--- src/hill_pkg.sv ---
// shared types, constants and mod 26 helpers for the hill cipher block
`default_nettype none
package hill_pkg;

	localparam int CFG_IDX_W = 3;
	localparam int CFG_DATA_W = 15;

	localparam logic [CFG_IDX_W-1:0] REG_BLOCK_SIZE = 3'd0;
	localparam logic [CFG_IDX_W-1:0] REG_KEY_ROW_ZERO = 3'd1;
	localparam logic [CFG_IDX_W-1:0] REG_KEY_ROW_ONE = 3'd2;
	localparam logic [CFG_IDX_W-1:0] REG_KEY_ROW_TWO = 3'd3;
	localparam logic [CFG_IDX_W-1:0] REG_DECRYPT_MODE = 3'd4;

	localparam logic [4:0] LETTERS = 5'd26;
	localparam logic [7:0] UPPER_BASE = 8'd65;
	localparam logic [7:0] LOWER_BASE = 8'd97;

	typedef enum logic [2:0] {
		ST_IDLE,
		ST_COF,
		ST_DET,
		ST_SCALE,
		ST_MUL
	} state_t;

	typedef struct packed {
		logic       buf_wr;
		logic       bad_ld;
		logic       cof_wr;
		logic       det_step;
		logic       scale;
		logic       mac;
		logic       mac_last;
		logic       blk_last;
		logic [1:0] idx;
		logic [1:0] row;
		logic [1:0] col;
	} cmd_t;

	typedef struct packed {
		logic       is_letter;
		logic       decrypt;
		logic       out_busy;
		logic [1:0] n;
	} stat_t;

	// x mod 26 for x below 2048, reciprocal estimate then one correction
	function automatic logic [4:0] mod26(input logic [10:0] x);
		logic [17:0] p;
		logic [6:0]  q;
		logic [11:0] r;
		p = 18'(x) * 18'd78;
		q = p[17:11];
		r = 12'(x) - ({5'b0, q} * 12'd26);
		if (r >= 12'd26) begin
			r = r - 12'd26;
		end
		return r[4:0];
	endfunction

	// multiplicative inverse mod 26, zero when none exists
	function automatic logic [4:0] inv26(input logic [4:0] d);
		logic [4:0] v;
		case (d)
			5'd1:    v = 5'd1;
			5'd3:    v = 5'd9;
			5'd5:    v = 5'd21;
			5'd7:    v = 5'd15;
			5'd9:    v = 5'd3;
			5'd11:   v = 5'd19;
			5'd15:   v = 5'd7;
			5'd17:   v = 5'd23;
			5'd19:   v = 5'd11;
			5'd21:   v = 5'd5;
			5'd23:   v = 5'd17;
			5'd25:   v = 5'd25;
			default: v = 5'd0;
		endcase
		return v;
	endfunction

endpackage
`default_nettype wire

--- src/hill_dp.sv ---
// hill cipher datapath: registers, letter buffer, inverse key store, mac unit, output register
`default_nettype none
module hill_dp #(
	parameter int MAX_SIZE = 3
) (
	input  wire logic                           clk,
	input  wire logic                           arst_n,
	input  wire logic                           cfg_valid,
	input  wire logic [hill_pkg::CFG_IDX_W-1:0] cfg_index,
	input  wire logic [hill_pkg::CFG_DATA_W-1:0] cfg_data,
	input  wire logic [7:0]                     char_in,
	input  wire hill_pkg::cmd_t                 cmd,
	output hill_pkg::stat_t                     stat,
	input  wire logic                           out_ready,
	output logic                                out_valid,
	output logic [7:0]                          char_out,
	output logic                                block_end,
	output logic                                bad_char
);
	import hill_pkg::*;

	localparam int BUF_DEPTH = (MAX_SIZE < 3) ? MAX_SIZE : 3;
	localparam logic [1:0] N_CAP = 2'(BUF_DEPTH);

	logic [1:0]  block_size_q;
	logic [14:0] key0_q;
	logic [14:0] key1_q;
	logic [14:0] key2_q;
	logic        decrypt_q;

	logic [4:0] letter_q [BUF_DEPTH];
	logic       upper_q [BUF_DEPTH];
	logic [4:0] adj_q [9];
	logic [4:0] det_q;
	logic [4:0] acc_q;

	logic       out_valid_q;
	logic [7:0] char_out_q;
	logic       block_end_q;
	logic       bad_char_q;

	logic [1:0] n_raw;
	logic [1:0] n;
	logic       is_upper;
	logic       is_lower;
	logic [4:0] letter_idx;
	logic [3:0] adj_addr;
	logic [4:0] adj_rd;
	logic [1:0] ra, rb, ca, cb;
	logic [9:0] pa, pb;
	logic [4:0] minor3;
	logic [4:0] cof_v;
	logic [4:0] cof_val;
	logic [4:0] det_base;
	logic [4:0] det_next;
	logic [4:0] scaled;
	logic [4:0] mac_m;
	logic [4:0] mac_res;
	logic       out_load;

	function automatic logic [4:0] key_at(input logic [1:0] r, input logic [1:0] c);
		logic [14:0] row;
		logic [4:0]  e;
		case (r)
			2'd0:    row = key0_q;
			2'd1:    row = key1_q;
			default: row = key2_q;
		endcase
		case (c)
			2'd0:    e = row[4:0];
			2'd1:    e = row[9:5];
			default: e = row[14:10];
		endcase
		return (e >= LETTERS) ? (e - LETTERS) : e;
	endfunction

	assign n_raw = (block_size_q == 2'd0) ? 2'd1 : block_size_q;
	assign n = (n_raw > N_CAP) ? N_CAP : n_raw;

	assign is_upper = (char_in >= UPPER_BASE) && (char_in < UPPER_BASE + 8'(LETTERS));
	assign is_lower = (char_in >= LOWER_BASE) && (char_in < LOWER_BASE + 8'(LETTERS));
	assign letter_idx = is_upper ? 5'(char_in - UPPER_BASE) : 5'(char_in - LOWER_BASE);

	assign stat.is_letter = is_upper || is_lower;
	assign stat.decrypt = decrypt_q;
	assign stat.out_busy = out_valid_q && !out_ready;
	assign stat.n = n;

	// cofactors land transposed, so the store ends up holding the adjugate
	always_comb begin
		if (cmd.cof_wr) begin
			adj_addr = 4'(cmd.col) * 4'd3 + 4'(cmd.row);
		end else if (cmd.det_step) begin
			adj_addr = 4'(cmd.col) * 4'd3;
		end else begin
			adj_addr = 4'(cmd.row) * 4'd3 + 4'(cmd.col);
		end
	end

	assign adj_rd = adj_q[adj_addr];

	always_comb begin
		ra = (cmd.row == 2'd0) ? 2'd1 : 2'd0;
		rb = (cmd.row == 2'd2) ? 2'd1 : 2'd2;
		ca = (cmd.col == 2'd0) ? 2'd1 : 2'd0;
		cb = (cmd.col == 2'd2) ? 2'd1 : 2'd2;
		pa = 10'(key_at(ra, ca)) * 10'(key_at(rb, cb));
		pb = 10'(key_at(ra, cb)) * 10'(key_at(rb, ca));
		minor3 = mod26(11'(pa) + 11'd676 - 11'(pb));
		case (n)
			2'd1:    cof_v = 5'd1;
			2'd2:    cof_v = key_at(2'd1 - cmd.row, 2'd1 - cmd.col);
			default: cof_v = minor3;
		endcase
		if ((cmd.row[0] ^ cmd.col[0]) && (cof_v != 5'd0)) begin
			cof_val = LETTERS - cof_v;
		end else begin
			cof_val = cof_v;
		end
	end

	assign det_base = (cmd.col == 2'd0) ? 5'd0 : det_q;
	assign det_next = mod26(11'(det_base) + 11'(10'(key_at(2'd0, cmd.col)) * 10'(adj_rd)));
	assign scaled = mod26(11'(10'(adj_rd) * 10'(inv26(det_q))));

	assign mac_m = decrypt_q ? adj_rd : key_at(cmd.row, cmd.col);
	assign mac_res = mod26(11'(acc_q) + 11'(10'(mac_m) * 10'(letter_q[cmd.col])));

	assign out_load = cmd.bad_ld || (cmd.mac && cmd.mac_last);

	always_ff @(posedge clk or negedge arst_n) begin
		if (!arst_n) begin
			block_size_q <= 2'd2;
			key0_q <= '0;
			key1_q <= '0;
			key2_q <= '0;
			decrypt_q <= 1'b0;
		end else if (cfg_valid) begin
			case (cfg_index)
				REG_BLOCK_SIZE:   block_size_q <= cfg_data[1:0];
				REG_KEY_ROW_ZERO: key0_q <= cfg_data;
				REG_KEY_ROW_ONE:  key1_q <= cfg_data;
				REG_KEY_ROW_TWO:  key2_q <= cfg_data;
				REG_DECRYPT_MODE: decrypt_q <= cfg_data[0];
				default: ;
			endcase
		end
	end

	always_ff @(posedge clk or negedge arst_n) begin
		if (!arst_n) begin
			for (int i = 0; i < BUF_DEPTH; i++) begin
				letter_q[i] <= '0;
				upper_q[i] <= 1'b0;
			end
		end else if (cmd.buf_wr) begin
			letter_q[cmd.idx] <= letter_idx;
			upper_q[cmd.idx] <= is_upper;
		end
	end

	always_ff @(posedge clk) begin
		if (cmd.cof_wr) begin
			adj_q[adj_addr] <= cof_val;
		end else if (cmd.scale) begin
			adj_q[adj_addr] <= scaled;
		end
		if (cmd.det_step) begin
			det_q <= det_next;
		end
	end

	always_ff @(posedge clk or negedge arst_n) begin
		if (!arst_n) begin
			acc_q <= '0;
		end else if (cmd.mac) begin
			acc_q <= cmd.mac_last ? 5'd0 : mac_res;
		end
	end

	always_ff @(posedge clk or negedge arst_n) begin
		if (!arst_n) begin
			out_valid_q <= 1'b0;
		end else if (out_load) begin
			out_valid_q <= 1'b1;
		end else if (out_ready) begin
			out_valid_q <= 1'b0;
		end
	end

	always_ff @(posedge clk) begin
		if (cmd.bad_ld) begin
			char_out_q <= 8'd0;
			block_end_q <= 1'b0;
			bad_char_q <= 1'b1;
		end else if (cmd.mac && cmd.mac_last) begin
			char_out_q <= 8'(mac_res) + (upper_q[cmd.row] ? UPPER_BASE : LOWER_BASE);
			block_end_q <= cmd.blk_last;
			bad_char_q <= 1'b0;
		end
	end

	assign out_valid = out_valid_q;
	assign char_out = char_out_q;
	assign block_end = block_end_q;
	assign bad_char = bad_char_q;

endmodule
`default_nettype wire

--- src/hill_ctrl.sv ---
// hill cipher controller: fill count, inverse sweep sequencing and block multiply steps
`default_nettype none
module hill_ctrl (
	input  wire logic                           clk,
	input  wire logic                           arst_n,
	input  wire logic                           cfg_valid,
	input  wire logic [hill_pkg::CFG_IDX_W-1:0] cfg_index,
	output logic                                cfg_ready,
	input  wire logic                           in_valid,
	output logic                                in_ready,
	input  wire hill_pkg::stat_t                stat,
	output hill_pkg::cmd_t                      cmd
);
	import hill_pkg::*;

	state_t     state_q, state_d;
	logic [1:0] row_q, row_d;
	logic [1:0] col_q, col_d;
	logic [1:0] fill_q, fill_d;
	logic       inv_ready_q, inv_ready_d;

	logic [1:0] n_m1;
	logic       col_last;
	logic       row_last;
	logic [1:0] wr_idx;
	logic [1:0] fill_next;

	assign cfg_ready = 1'b1;

	assign n_m1 = stat.n - 2'd1;
	assign col_last = (col_q == n_m1);
	assign row_last = (row_q == n_m1);
	assign wr_idx = (fill_q >= stat.n) ? 2'd0 : fill_q;
	assign fill_next = wr_idx + 2'd1;

	always_ff @(posedge clk or negedge arst_n) begin
		if (!arst_n) begin
			state_q <= ST_IDLE;
			row_q <= '0;
			col_q <= '0;
			fill_q <= '0;
			inv_ready_q <= 1'b0;
		end else begin
			state_q <= state_d;
			row_q <= row_d;
			col_q <= col_d;
			fill_q <= fill_d;
			inv_ready_q <= inv_ready_d;
		end
	end

	always_comb begin
		state_d = state_q;
		row_d = row_q;
		col_d = col_q;
		fill_d = fill_q;
		inv_ready_d = inv_ready_q;
		in_ready = 1'b0;
		cmd = '0;
		cmd.idx = wr_idx;
		cmd.row = row_q;
		cmd.col = col_q;
		cmd.mac_last = col_last;
		cmd.blk_last = row_last;

		case (state_q)
			ST_IDLE: begin
				in_ready = !stat.out_busy;
				if (in_valid && !stat.out_busy) begin
					if (!stat.is_letter) begin
						cmd.bad_ld = 1'b1;
					end else begin
						cmd.buf_wr = 1'b1;
						if (fill_next == stat.n) begin
							fill_d = 2'd0;
							row_d = 2'd0;
							col_d = 2'd0;
							if (stat.decrypt && !inv_ready_q) begin
								state_d = ST_COF;
							end else begin
								state_d = ST_MUL;
							end
						end else begin
							fill_d = fill_next;
						end
					end
				end
			end
			ST_COF: begin
				cmd.cof_wr = 1'b1;
				if (col_last) begin
					col_d = 2'd0;
					row_d = row_q + 2'd1;
				end else begin
					col_d = col_q + 2'd1;
				end
				if (col_last && row_last) begin
					row_d = 2'd0;
					state_d = ST_DET;
				end
			end
			ST_DET: begin
				cmd.det_step = 1'b1;
				if (col_last) begin
					col_d = 2'd0;
					state_d = ST_SCALE;
				end else begin
					col_d = col_q + 2'd1;
				end
			end
			ST_SCALE: begin
				cmd.scale = 1'b1;
				if (col_last) begin
					col_d = 2'd0;
					row_d = row_q + 2'd1;
				end else begin
					col_d = col_q + 2'd1;
				end
				if (col_last && row_last) begin
					row_d = 2'd0;
					inv_ready_d = 1'b1;
					state_d = ST_MUL;
				end
			end
			ST_MUL: begin
				// last column needs a free output register
				if (!(col_last && stat.out_busy)) begin
					cmd.mac = 1'b1;
					if (col_last) begin
						col_d = 2'd0;
						row_d = row_q + 2'd1;
					end else begin
						col_d = col_q + 2'd1;
					end
					if (col_last && row_last) begin
						row_d = 2'd0;
						state_d = ST_IDLE;
					end
				end
			end
			default: begin
				state_d = ST_IDLE;
			end
		endcase

		if (cfg_valid) begin
			if (cfg_index == REG_BLOCK_SIZE) begin
				fill_d = 2'd0;
				inv_ready_d = 1'b0;
			end else if (cfg_index == REG_KEY_ROW_ZERO || cfg_index == REG_KEY_ROW_ONE ||
				cfg_index == REG_KEY_ROW_TWO) begin
				inv_ready_d = 1'b0;
			end
		end
	end

`ifndef SYNTHESIS
	a_fill_below_size: assert property (@(posedge clk) disable iff (!arst_n)
		fill_q < stat.n)
		else $error("fill count reached block size");

	a_mac_out_free: assert property (@(posedge clk) disable iff (!arst_n)
		cmd.mac && cmd.mac_last |-> !stat.out_busy)
		else $error("result written over a pending transfer");

	a_decrypt_inverse_ready: assert property (@(posedge clk) disable iff (!arst_n)
		state_q == ST_MUL && stat.decrypt |-> inv_ready_q)
		else $error("decrypt multiply without inverse key");

	a_cof_to_det: assert property (@(posedge clk) disable iff (!arst_n)
		state_q == ST_COF |=> state_q == ST_COF || state_q == ST_DET)
		else $error("cofactor sweep left early");
`endif

endmodule
`default_nettype wire

--- src/hill_cipher_block_crypt.sv ---
// hill cipher block crypt top level: controller plus datapath
`default_nettype none
// Hill cipher over the 26 letters with a 1x1 to 3x3 key. Letters A-Z and a-z
// are taken one per transfer and collected into a block of n letters, n being
// block_size with 0 read as 1, capped at MAX_SIZE. A closed block goes through
// one shared 5x5 multiply-accumulate unit, one key entry per cycle unless a
// row's last entry waits for a free output register, each result letter
// leaving through the output register on its row's last step. In decrypt mode
// after a key or block size write the first block first rebuilds the inverse
// key in cofactor, determinant and scaling sweeps. A non-letter byte gives one
// result with bad_char set and leaves the buffer alone. A key whose determinant
// has no inverse mod 26 decrypts to all 'A' or 'a'.
module hill_cipher_block_crypt #(
	parameter int MAX_SIZE = 3
) (
	input  wire logic                           clk,
	input  wire logic                           arst_n,
	input  wire logic                           cfg_valid,
	output logic                                cfg_ready,
	input  wire logic [hill_pkg::CFG_IDX_W-1:0] cfg_index,
	input  wire logic [hill_pkg::CFG_DATA_W-1:0] cfg_data,
	input  wire logic                           in_valid,
	output logic                                in_ready,
	input  wire logic [7:0]                     char_in,
	output logic                                out_valid,
	input  wire logic                           out_ready,
	output logic [7:0]                          char_out,
	output logic                                block_end,
	output logic                                bad_char
);
	import hill_pkg::*;

	cmd_t  cmd;
	stat_t stat;

	hill_ctrl u_ctrl (
		.clk       (clk),
		.arst_n    (arst_n),
		.cfg_valid (cfg_valid),
		.cfg_index (cfg_index),
		.cfg_ready (cfg_ready),
		.in_valid  (in_valid),
		.in_ready  (in_ready),
		.stat      (stat),
		.cmd       (cmd)
	);

	hill_dp #(
		.MAX_SIZE (MAX_SIZE)
	) u_dp (
		.clk       (clk),
		.arst_n    (arst_n),
		.cfg_valid (cfg_valid),
		.cfg_index (cfg_index),
		.cfg_data  (cfg_data),
		.char_in   (char_in),
		.cmd       (cmd),
		.stat      (stat),
		.out_ready (out_ready),
		.out_valid (out_valid),
		.char_out  (char_out),
		.block_end (block_end),
		.bad_char  (bad_char)
	);

endmodule
`default_nettype wire
--- config.mk ---
export PLATFORM = sky130hd
export DESIGN_NAME = hill_cipher_block_crypt
export DESIGN_NICKNAME = d
export VERILOG_FILES = /design/src/hill_pkg.sv /design/src/hill_dp.sv /design/src/hill_ctrl.sv /design/src/hill_cipher_block_crypt.sv
export SDC_FILE = /design/constraint.sdc
export NUM_CORES = 1
export LEC_CHECK = 0
export BUFFER_PORTS_ARGS = -buffer_cell sky130_fd_sc_hd__buf_2
export CELL_PAD_IN_SITES_DETAIL_PLACEMENT = 0
export CELL_PAD_IN_SITES_GLOBAL_PLACEMENT = 2
export CORE_MARGIN = 8
export CORE_UTILIZATION = 45
export CTS_CLUSTER_DIAMETER = 40
export DETAILED_ROUTE_END_ITERATION = 10
export PLACE_DENSITY_LB_ADDON = 0.1
export SYNTH_ARGS = -nofsm -noshare
export SYNTH_HDL_FRONTEND = slang
export SYNTH_SLANG_ARGS = --single-unit
--- constraint.sdc ---
create_clock -name clk -period 36.5 [get_ports clk]
set_input_delay 5.475 -clock clk [delete_from_list [all_inputs] [get_ports clk]]
set_output_delay 5.475 -clock clk [all_outputs]
set_load 0.01 [all_outputs]
==> summary.md, run 1 <==
| Metric | Value |
|---|---|
| RSZ-0062 raised after global routing | `no` |
| Max Root-Sink Buffers | `2` |
| Seq/Total Area, Yosys | `a little under a fifth` |
| Synth unique cells | `90` |
| Hpwl dp | `between 30000 and 40000 um` |
| Post-Syn Area per Cell | `9.03 um2` |
| Antenna violations before repair | `1` |
| Final Cycle Share | `between 40% and 50%` |
| Total global routing overflow | `0` |
| WL final | `between 40000 and 50000 um` |
| Detail Route Antenna Nets | `0` |
| Reg2Reg Setup Slack | `roughly 20000 ps` |
| Commonest non-fill, non-tap cell in the layout | `inv_1` |
| Synth Flop Type | `dfrtp_1` |
| Setup CP Type | `reg2reg` |
| Via/cell ratio | `roughly 5.3` |
| Via count of the routed design | `15600` |
| Gpl congestion | `between 0.8 and 0.9` |
| Area Overhead vs Synth | `7.04%` |
| H-tree Lvls | `4` |
| Clk sink count | `about 150` |
| Die area | `between 0.05 and 0.06 mm2` |
| Outcome | `finished, final reports clean` |
| Clock latency on the worst-skew pair | `around 440 ps` |
| Syn_nets | `2813` |
| Crit. End Element | `flop` |
| DRC | `0` |
| Post-synth EDFFs | `50` |
| DR iter-0 viols | `roughly 800` |
| Gr usage total | `18.8%` |
| Yosys reg bits | `around 150` |
| Worst stage delay on the critical path | `around 870 ps` |
| Vias in the first global route | `between 15000 and 20000` |
| WP data required | `36590 ps` |
| Final setup fails | `0` |
| Site row count | `approximately 80` |
| Global-route wire length before repair | `approximately 82000 um` |
| Antenna Cells | `0` |
| Critical Path AT | `between 15000 and 20000 ps` |
| Peak Freq | `61.7 MHz` |
| Post-CTS setup buffers | `0` |
| Worst path bufs/invs | `8` |
| Synth async-reset ratio | `a little under three fifths` |
| Reg clk slew, reported paths | `about 70 ps` |
| Slew @ Worst Pin | `1040 ps` |
| First-pass iteration count of the detailed router | `5` |
| PostCTS Resize Cnt | `0` |
| Most frequent cells in the layout | `inv_1 (413), ha_1 (334), nand2_1 (177)` |
| Max cap viols | `0` |
| CP max FO | `15` |
| Starting Density | `45.6%` |
| Clock Skew | `13.0 ps` |
| Slowest-stage cell, CP | `a311oi_1` |
| Pin count of the biggest net entering global routing | `~70` |
| Port Buffers | `42` |
| Root Buffer | `clkbuf_16` |
| IO Pins | `between 40 and 50` |
| CP startpoint kind | `flop` |
| Core area | `roughly 0.045 mm2` |
| Ys Warns | `0` |
| Crit-path leading delay family | `adder cells` |
| Number of CTS-inserted buffers | `17` |
| Final Max Tran Viols | `0` |
| WL/cell | `~16 um` |
| Hold Crit Class | `reg2reg` |
| # hold bufs at CTS | `0` |
| Crit path time final | `about 16000 ps` |
| Final hold vios | `0` |
| Fill cells | `approximately 4400` |
| Synthesized area | `between 0.02 and 0.025 mm2` |
| Die height | `~230 um` |
| Relative slew margins | `30.2%` |
| TNS Setup | `0 ps` |
| Die X | `231 um` |
| CTS tree | `yes` |
| Cells after Synth | `around 2300` |
| Nets | `~2800` |
| Fraction of layout cells with a size suffix above 1 | `a little under a tenth` |
## Yosys cell counts (7+ instances only)
library cell / number / area (um2)
a22o_1: 10 / 87.6
inv_1: 413 / 1550
a21o_1: 36 / 270
a21boi_0: 8 / 60.1
xor2_1: 44 / 385
a221oi_1: 7 / 61.3
o21bai_1: 24 / 180
a21oi_1: 112 / 561
and2_1: 19 / 119
mux2_2: 58 / 653
nand2b_1: 29 / 181
dfrtp_1: 81 / 2030
a31oi_1: 7 / 43.8
dfxtp_1: 15 / 300
mux2i_1: 32 / 320
ha_1: 335 / 4190
edfxtp_1: 50 / 1500
or3_1: 10 / 62.6
o21ai_0: 103 / 515
mux4_2: 9 / 203
o21a_1: 28 / 210
clkbuf_1: 40 / 150
xnor2_1: 69 / 604
o211ai_1: 18 / 135
nor3b_1: 7 / 52.6
nor2b_1: 41 / 257
or2_2: 24 / 150
o31a_1: 8 / 70.1
nand3_1: 37 / 185
a221o_1: 24 / 240
nor2_1: 118 / 443
nand3b_1: 8 / 60.1
fa_1: 152 / 3040
nor3_1: 23 / 115
a211oi_1: 9 / 67.6
a22oi_1: 10 / 75.1
nand2_1: 177 / 664
## worst min-delay path, delay by kind of cell, from the launching register on
family	cells	cell delay, ps
AOI/OAI and AO/OA	1	50
buffers and inverters	1	50
DFF	1	310
## sequential cells by signal (all words and copies together) (netlist names), named ones only
register	count
u_dp.det_q	5
u_dp.key1_q	15
u_dp.key0_q	15
u_dp.bad_char	1
u_ctrl.inv_ready_q	1
u_dp.block_size_q	2
u_ctrl.state_q	3
u_dp.acc_q	5
u_dp.letter_q	15
u_dp.char_out	8
u_dp.adj_q	45
u_dp.out_valid	1
u_dp.upper_q	3
u_dp.block_end	1
u_ctrl.col_q	2
u_dp.key2_q	15
u_ctrl.row_q	2
u_dp.decrypt_q	1
u_ctrl.fill_q	2
## path summary, 6_finish.rpt
kind                                              from                     endpoint  cells past startpoint
setup / recovery           u_ctrl.row_q[0]$_DFFE_PN0P_   u_dp.adj_q[5][4]$_DFFE_PP_                     56
hold / removal              u_dp.bad_char$_SDFFE_PP1P_   u_dp.bad_char$_SDFFE_PP1P_                      2
setup reg to reg           u_ctrl.row_q[0]$_DFFE_PN0P_   u_dp.adj_q[5][4]$_DFFE_PP_                     56
hold reg to reg             u_dp.bad_char$_SDFFE_PP1P_   u_dp.bad_char$_SDFFE_PP1P_                      2
max in group asynchronous                       arst_n  u_dp.key1_q[13]$_DFFE_PN0P_                      2
min in group asynchronous                       arst_n   u_dp.out_valid$_DFFE_PN0P_                      1
## through the flow
stage | instances | instance area (um2) | hold slack (ps) | setup WS (ps) | utilization, %
finish | 2934 | 22200 | 452 | 20300 | 48.8
CTS | 2934 | 22200 | 456 | 20210 | 48.8
global placement | 2902 | 21600 | 434 | 20640 | 47.5
floorplan | 2295 | 20700 | 449 | 21450 | -
global route | 2934 | 22200 | 469 | 19030 | 48.8
detailed placement | 2902 | 21600 | 439 | 20270 | 47.5
## metal layers
| metal | up-vias | GRT usage [%] | routed length [um] |
|---|---|---|---|
| met2 | 194 | 32.1 | 22900 |
| met1 | 7614 | 25.4 | 23200 |
| met3 | 40 | 2.12 | 1230 |
| met5 | - | 0 | 13 |
| met4 | 2 | 3.94 | 688 |
| li1 | 7792 | - | - |
## layout make-up
type                            count  area [um2]  share of cell area (%)
Clock buffer                       20         457                    2.06
Clock inverter                     12         116                   0.524
Tap cell                          600         751                    3.38
Timing Repair Buffer               57         325                    1.47
Multi-Input combinational cell   1683       15100                    68.2
Inverter                          415        1560                    7.02
Sequential cell                   147        3850                    17.4
## logic make-up (layout without fill, tap and decap cells)
kind of cell | count (synthesis) | after routing | share of synthesized area (%)
flops | 147 | 147 | 18.6
compound gates | 460 | 460 | 15.0
other cells | 1 | 1 | 0.0181
xor+xnor | 115 | 115 | 4.96
fa+ha+maj | 488 | 488 | 34.9
buf+inv | 465 | 504 | 8.47
mux | 104 | 104 | 6.04
simple gates | 515 | 515 | 12.0
Power of run 1 is not shown: default switching activity piles up to over one toggle a cycle in this logic, so the estimate is an artifact.
==> run 2, diff against run 1 <==
- CORE_UTILIZATION: 45 -> 42
- clock period: 36.5 -> 16.7 ns (I/O delays scaled with it)
==> summary.md, run 2 (synthesized netlist as in run 1, its figures left out) <==
| Metric | Value |
|---|---|
| Outcome | `finished, final reports clean` |
| First-pass iteration count of the detailed router | `5 (unchanged)` |
| IO Pins | `44 (unchanged)` |
| Setup CP Type | `reg2reg` |
| Placement Cell Area | `0.0217 mm2 (+0.51%)` |
| Worst stage delay on the critical path | `640 ps (-230 ps)` |
| Hold Crit Class | `reg2reg` |
| WL/cell | `16.8 um (+2.7%)` |
| Peak Freq | `64.1 MHz (+3.8%)` |
| Via/cell ratio | `5.17 (-3.0%)` |
| CP max FO | `24 (+9)` |
| Global-route wire length before repair | `84700 um (+2.9%)` |
| DR iter-0 viols | `810 (+1.6%)` |
| Slowest-stage cell, CP | `mux4_2` |
| Post-route cell area | `0.0224 mm2 (+0.77%)` |
| Max reg flops | `45 (unchanged)` |
| Number of CTS-inserted buffers | `17 (unchanged)` |
| Commonest non-fill, non-tap cell in the layout | `inv_1` |
| Core area | `0.0488 mm2 (+7.4%)` |
| CTS tree | `yes` |
| Max cap viols | `0 (unchanged)` |
| RSZ-0062 raised after global routing | `no` |
| Fraction of layout cells with a size suffix above 1 | `9.41% (+0.28 points)` |
| Die height | `238 um (+3.3%)` |
| Clk sink count | `147 (unchanged)` |
| Hpwl dp | `42200 um (+6.2%)` |
| WL final | `50500 um (+5.1%)` |
| Starting Density | `42.4% (-3.1 points)` |
| Crit path time final | `15600 ps (-596 ps)` |
| Max Root-Sink Buffers | `2 (unchanged)` |
| Final setup fails | `0 (unchanged)` |
| TNS Setup | `0 ps (unchanged)` |
| Site row count | `81 (+3.8%)` |
| Fill cells | `4845 (+9.5%)` |
| Relative slew margins | `23.8% (-6.5 points)` |
| DRC | `0 (unchanged)` |
| Crit-path leading delay family | `adder cells` |
| Antenna violations before repair | `2 (+1)` |
| Die X | `238 um (+3.3%)` |
| Critical Path AT | `15750 ps (-530 ps)` |
| Final Max Tran Viols | `0 (unchanged)` |
| Area Overhead vs Synth | `7.86%` |
| Vias in the first global route | `16000 (-2.2%)` |
| Die area | `0.0567 mm2 (+6.6%)` |
| H-tree Lvls | `4 (unchanged)` |
| Detail Route Antenna Nets | `0 (unchanged)` |
| Gr usage total | `18.4% (-0.40 points)` |
| Reg clk slew, reported paths | `60 ps (about the same)` |
| Top reg by flops | `u_dp.adj_q` |
| Post-CTS setup buffers | `0 (unchanged)` |
| Nets | `2843 (+0.14%)` |
| Gpl congestion | `0.856 (+2.7%)` |
| Port Buffers | `42 (unchanged)` |
| Slew @ Worst Pin | `1130 ps (+95.4 ps)` |
| Crit. End Element | `flop` |
| Root Buffer | `clkbuf_16` |
| WP data required | `16850 ps (-19740 ps)` |
| CP startpoint kind | `flop` |
| Most frequent cells in the layout | `inv_1 (413), ha_1 (334), nand2_1 (177)` |
| Worst path bufs/invs | `8 (unchanged)` |
| Pin count of the biggest net entering global routing | `83 (+20%)` |
| Clock latency on the worst-skew pair | `440 ps (about the same)` |
| Clock Skew | `13.8 ps (+0.767 ps)` |
| Final Cycle Share | `93.4% (+49 points)` |
| Final hold vios | `0 (unchanged)` |
| Total global routing overflow | `0 (unchanged)` |
| Via count of the routed design | `15500 (-0.67%)` |
-- run 2: cell count changes in the layout (fill, tap and decap cells not counted), moves of 2 or more --
cell      change
clkbuf_8      -2
buf_4         +4
clkinv_4      +3
inv_6         -4
-- run 2: worst paths after layout --
check	start	end	slack, ps	cells after the start
worst max-delay path	u_ctrl.row_q[1]$_DFFE_PN0P_	u_dp.adj_q[0][4]$_DFFE_PP_	1100	54
min in group asynchronous	arst_n	u_dp.key2_q[12]$_DFFE_PN0P_	2260	1
worst min-delay path	u_dp.bad_char$_SDFFE_PP1P_	u_dp.bad_char$_SDFFE_PP1P_	450	2
worst max register to register	u_ctrl.row_q[1]$_DFFE_PN0P_	u_dp.adj_q[0][4]$_DFFE_PP_	1100	54
max in group asynchronous	arst_n	u_dp.decrypt_q$_DFFE_PN0P_	13750	1
worst min register to register	u_dp.bad_char$_SDFFE_PP1P_	u_dp.bad_char$_SDFFE_PP1P_	450	2
-- run 2: timing repair --
item | 4_1_cts | 5_1_grt
hold buffers | 0 | 0
endpoints found under the setup margin | 0 | 18
resized for setup | 0 | 4
-- run 2: layer usage --
layer | share of wire (%) | global-route usage [%] | vias to the layer above
met4 | 0.99 | 3.18 | 0
li1 | - | - | 7789
met1 | 49 | 25.7 | 7486
met2 | 47 | 30.5 | 231
met3 | 3.6 | 2.31 | 31
met5 | 0 | 0 | -
-- run 2: worst register-to-register path, delay by kind of cell (launching register included) --
kind	cells	cell delay (ps)
fa+ha+maj	15	6180
xor+xnor	4	1010
mux	3	1330
flops	1	530
simple gates	8	1690
buf+inv	8	530
compound gates	16	4030
-- run 2: through the flow --
stage	setup WS, ps	instances	util [%]	hold slack, ps
after floorplan	1650	2295	-	449
after global placement	1180	2970	44.5	435
after detailed placement	758	2970	44.5	445
after CTS	711	3002	45.7	457
after global routing	37.8	3002	45.8	482
final	1100	3003	45.8	448
-- run 2: area by class of cell --
cell class | instances | area (um2) | area share (%)
repair buffers | 61 | 355 | 1.59
inverters | 415 | 1560 | 6.97
clock inverters | 13 | 149 | 0.666
clock buffers | 19 | 454 | 2.03
diodes | 1 | 2.50 | 0.0112
multi-input cells | 1683 | 15200 | 67.8
flip-flops and latches | 147 | 3850 | 17.2
well taps | 664 | 831 | 3.71
Power of run 2 is left out for the same reason.
==> run 3, diff against run 2 <==
- ABC_AREA: not set -> 1
- CORE_UTILIZATION: 42 -> 39
- CTS_CLUSTER_SIZE: not set -> 25
==> summary.md, run 3 <==
| Metric | Value |
|---|---|
| Most frequent cells in the layout | `inv_1 (642), nand2_1 (476), ha_1 (334)` |
| Global-route wire length before repair | `90300 um (+6.6%)` |
| Post-synth top cells | `inv_1 (643), nand2_1 (476), ha_1 (335), nor2_1 (175), o21ai_0 (168)` |
| Hpwl dp | `45300 um (+7.3%)` |
| Antenna violations before repair | `0 (-2)` |
| WL final | `53500 um (+6.0%)` |
| Crit. End Element | `flop` |
| Setup CP Type | `reg2reg` |
| Pin count of the biggest net entering global routing | `57 (-31%)` |
| Via count of the routed design | `16900 (+9.0%)` |
| Syn_nets | `3244 (+15%)` |
| Post-synth EDFFs | `50 (unchanged)` |
| Gpl congestion | `0.820 (-4.2%)` |
| Outcome | `finished, final reports clean` |
| IO Pins | `44 (unchanged)` |
| Die height | `247 um (+3.9%)` |
| Cells after Synth | `2726 (+19%)` |
| H-tree Lvls | `4 (unchanged)` |
| Hold Path Depth | `2 (unchanged)` |
| Vias in the first global route | `17600 (+10%)` |
| DRC | `0 (unchanged)` |
| Final setup fails | `0 (unchanged)` |
| Final hold vios | `0 (unchanged)` |
| Leading area contributor after synthesis | `ha_1` |
| Crit path time final | `15060 ps (-540 ps)` |
| Critical Path AT | `15230 ps (-520 ps)` |
| Top cells by area, synth | `ha_1 (20%), fa_1 (15%), inv_1 (12%)` |
| Synth async-reset ratio | `55.8% (unchanged)` |
| WP data required | `16870 ps (+20 ps)` |
| Max reg flops | `45 (unchanged)` |
| Yosys reg bits | `147 (unchanged)` |
| Total area of sequential cells | `0.00385 mm2 (unchanged)` |
| Worst R2R Path Depth | `67 (+24%)` |
| Post-CTS setup buffers | `0 (unchanged)` |
| Relative slew margins | `18.5% (-5.3 points)` |
| Synth Flop Type | `dfrtp_1` |
| Via/cell ratio | `4.89 (-5.5%)` |
| Reg2Reg Setup Slack | `1640 ps (+540 ps)` |
| Area Overhead vs Synth | `7.45%` |
| PostCTS Resize Cnt | `0 (unchanged)` |
| Fraction of layout cells with a size suffix above 1 | `5.63% (-3.8 points)` |
| TNS Setup | `0 ps (unchanged)` |
| WL/cell | `15.4 um (-8.2%)` |
| Hold Path Origin | `u_dp.char_out[5]$_SDFFE_PP0P_` |
| CP max FO | `17 (-29%)` |
| Worst reg2reg startpoint | `u_ctrl.col_q[0]$_DFFE_PN0P_` |
| Gr usage total | `18.2% (-0.16 points)` |
| R2R Path End | `u_dp.adj_q[8][2]$_DFFE_PP_` |
| Final Max Tran Viols | `0 (unchanged)` |
| CP dominant cell by count | `inv_1` |
| Root Buffer | `clkbuf_16` |
| Seq/Total Area, Yosys | `18.4% (-0.14 points)` |
| Worst stage delay on the critical path | `610 ps (-30 ps)` |
| Final Cycle Share | `90.2% (-3.2 points)` |
| Antenna Cells | `0 (-1)` |
| Number of CTS-inserted buffers | `17 (unchanged)` |
| Max cap viols | `0 (unchanged)` |
| Ys Warns | `0 (unchanged)` |
| Site row count | `85 (+4.9%)` |
| Core area | `0.0534 mm2 (+9.3%)` |
| Combined area of the multi-input logic cells | `0.0144 mm2 (-5.3%)` |
| Top-area cell type share of the netlist area | `20.1% (-0.16 points)` |
| Worst hold endpoint | `u_dp.char_out[5]$_SDFFE_PP0P_` |
| Port Buffers | `42 (unchanged)` |
| Reg clk slew, reported paths | `70 ps (about the same)` |
| Peak Freq | `66.4 MHz (+3.6%)` |
| Placement Cell Area | `0.0218 mm2 (+0.48%)` |
| Fill cells | `5617 (+16%)` |
| Slowest-stage cell, CP | `o21ai_0` |
| CP startpoint kind | `flop` |
| Clock latency on the worst-skew pair | `450 ps (about the same)` |
| Hold Crit Class | `reg2reg` |
| Commonest non-fill, non-tap cell in the layout | `inv_1` |
| Detail Route Antenna Nets | `0 (unchanged)` |
| Slew @ Worst Pin | `1220 ps (+84.9 ps)` |
| Clock Skew | `15.2 ps (+1.38 ps)` |
| # hold bufs at CTS | `0 (unchanged)` |
| Die area | `0.0612 mm2 (+7.9%)` |
| Nets | `3276 (+15%)` |
| Total global routing overflow | `0 (unchanged)` |
| Synth unique cells | `69 (-23%)` |
| Most frequent cell after synthesis | `inv_1` |
| CTS tree | `yes` |
| DR iter-0 viols | `873 (+7.8%)` |
| RSZ-0062 raised after global routing | `no` |
| Clk sink count | `147 (unchanged)` |
| Die X | `247 um (+3.9%)` |
| Max Root-Sink Buffers | `2 (unchanged)` |
| Post-route cell area | `0.0225 mm2 (+0.39%)` |
| First-pass iteration count of the detailed router | `5 (unchanged)` |
| Top reg by flops | `u_dp.adj_q` |
| Starting Density | `39.1% (-3.3 points)` |
| Synthesized area | `0.0209 mm2 (+0.78%)` |
| Post-Syn Area per Cell | `7.67 um2 (-15%)` |
| Core Util, Final | `42.1% (-3.7 points)` |
run 3: cell types whose count changed in the layout (fill, tap and decap cells not counted), sizes merged, moves of 22 or more:
cell    before  now
nand2b      30    0
nand3       37  106
a221o       24    1
mux2i       35    4
inv        417  669
o21ai      113  186
xnor2       69   36
nor2       118  183
a21o        36   10
nand2      177  479
xor2        45   67
nor2b       41    0
mux2        60    0
run 3: worst max-delay path, delay by kind of cell (launching register included):
| kind | cells | cell delay [ps] |
|---|---|---|
| adders and majority gates | 16 | 6340 |
| AOI/OAI and AO/OA | 16 | 3710 |
| and+or+nand+nor | 21 | 2290 |
| buffers and inverters | 12 | 1550 |
| DFF | 1 | 480 |
| xor gates and xnor gates | 2 | 390 |
run 3: metrics by stage:
stage,setup WS (ps),cells,hold WS (ps)
4_1_cts,1250,3467,455
3_3_place_gp,1510,3435,435
5_1_grt,116,3467,470
3_5_place_dp,1330,3435,434
6_report,1640,3467,457
2_1_floorplan,3430,2726,444
run 3: metal layers:
metal | vias up | routed length, um | track usage, %
met5 | - | 0 | 0
met4 | 0 | 648 | 3.62
met3 | 47 | 1220 | 1.83
met2 | 214 | 25300 | 31.6
met1 | 7960 | 26400 | 24.4
li1 | 8722 | - | -
run 3: layout make-up:
class,instances,share of cell area (%)
timing repair buffer,47,1.11
sequential,147,17.2
clock inverter,15,0.802
inverter,667,11.2
clock buffer,17,1.89
tap,696,3.88
multi-input combinational,1878,64.0
run 3: kinds of logic after synthesis:
logic type                 synth area share, %
and+or+nand+nor                           17.1
buffers and inverters                     12.8
DFF                                       18.4
adders and majority gates                 34.6
xor gates and xnor gates                  4.35
other                                   0.0179
AOI/OAI and AO/OA                         12.4
muxes                                    0.192
run 3: how the worst max path moves through the flow:
| stage | startpoint | end | slack, ps |
|---|---|---|---|
| after floorplan | u_ctrl.row_q[1]$_DFFE_PN0P_ | u_dp.adj_q[0][1]$_DFFE_PP_ | 3430 |
| after global placement | u_ctrl.col_q[0]$_DFFE_PN0P_ | u_dp.adj_q[5][1]$_DFFE_PP_ | 1510 |
| after detailed placement | u_ctrl.col_q[0]$_DFFE_PN0P_ | u_dp.adj_q[6][1]$_DFFE_PP_ | 1330 |
| after CTS | u_ctrl.col_q[0]$_DFFE_PN0P_ | u_dp.adj_q[3][1]$_DFFE_PP_ | 1250 |
| after global routing | u_ctrl.col_q[0]$_DFFE_PN0P_ | u_dp.adj_q[4][2]$_DFFE_PP_ | 120 |
| final | u_ctrl.col_q[0]$_DFFE_PN0P_ | u_dp.adj_q[8][2]$_DFFE_PP_ | 1640 |
Power of run 3 is left out for the same reason.
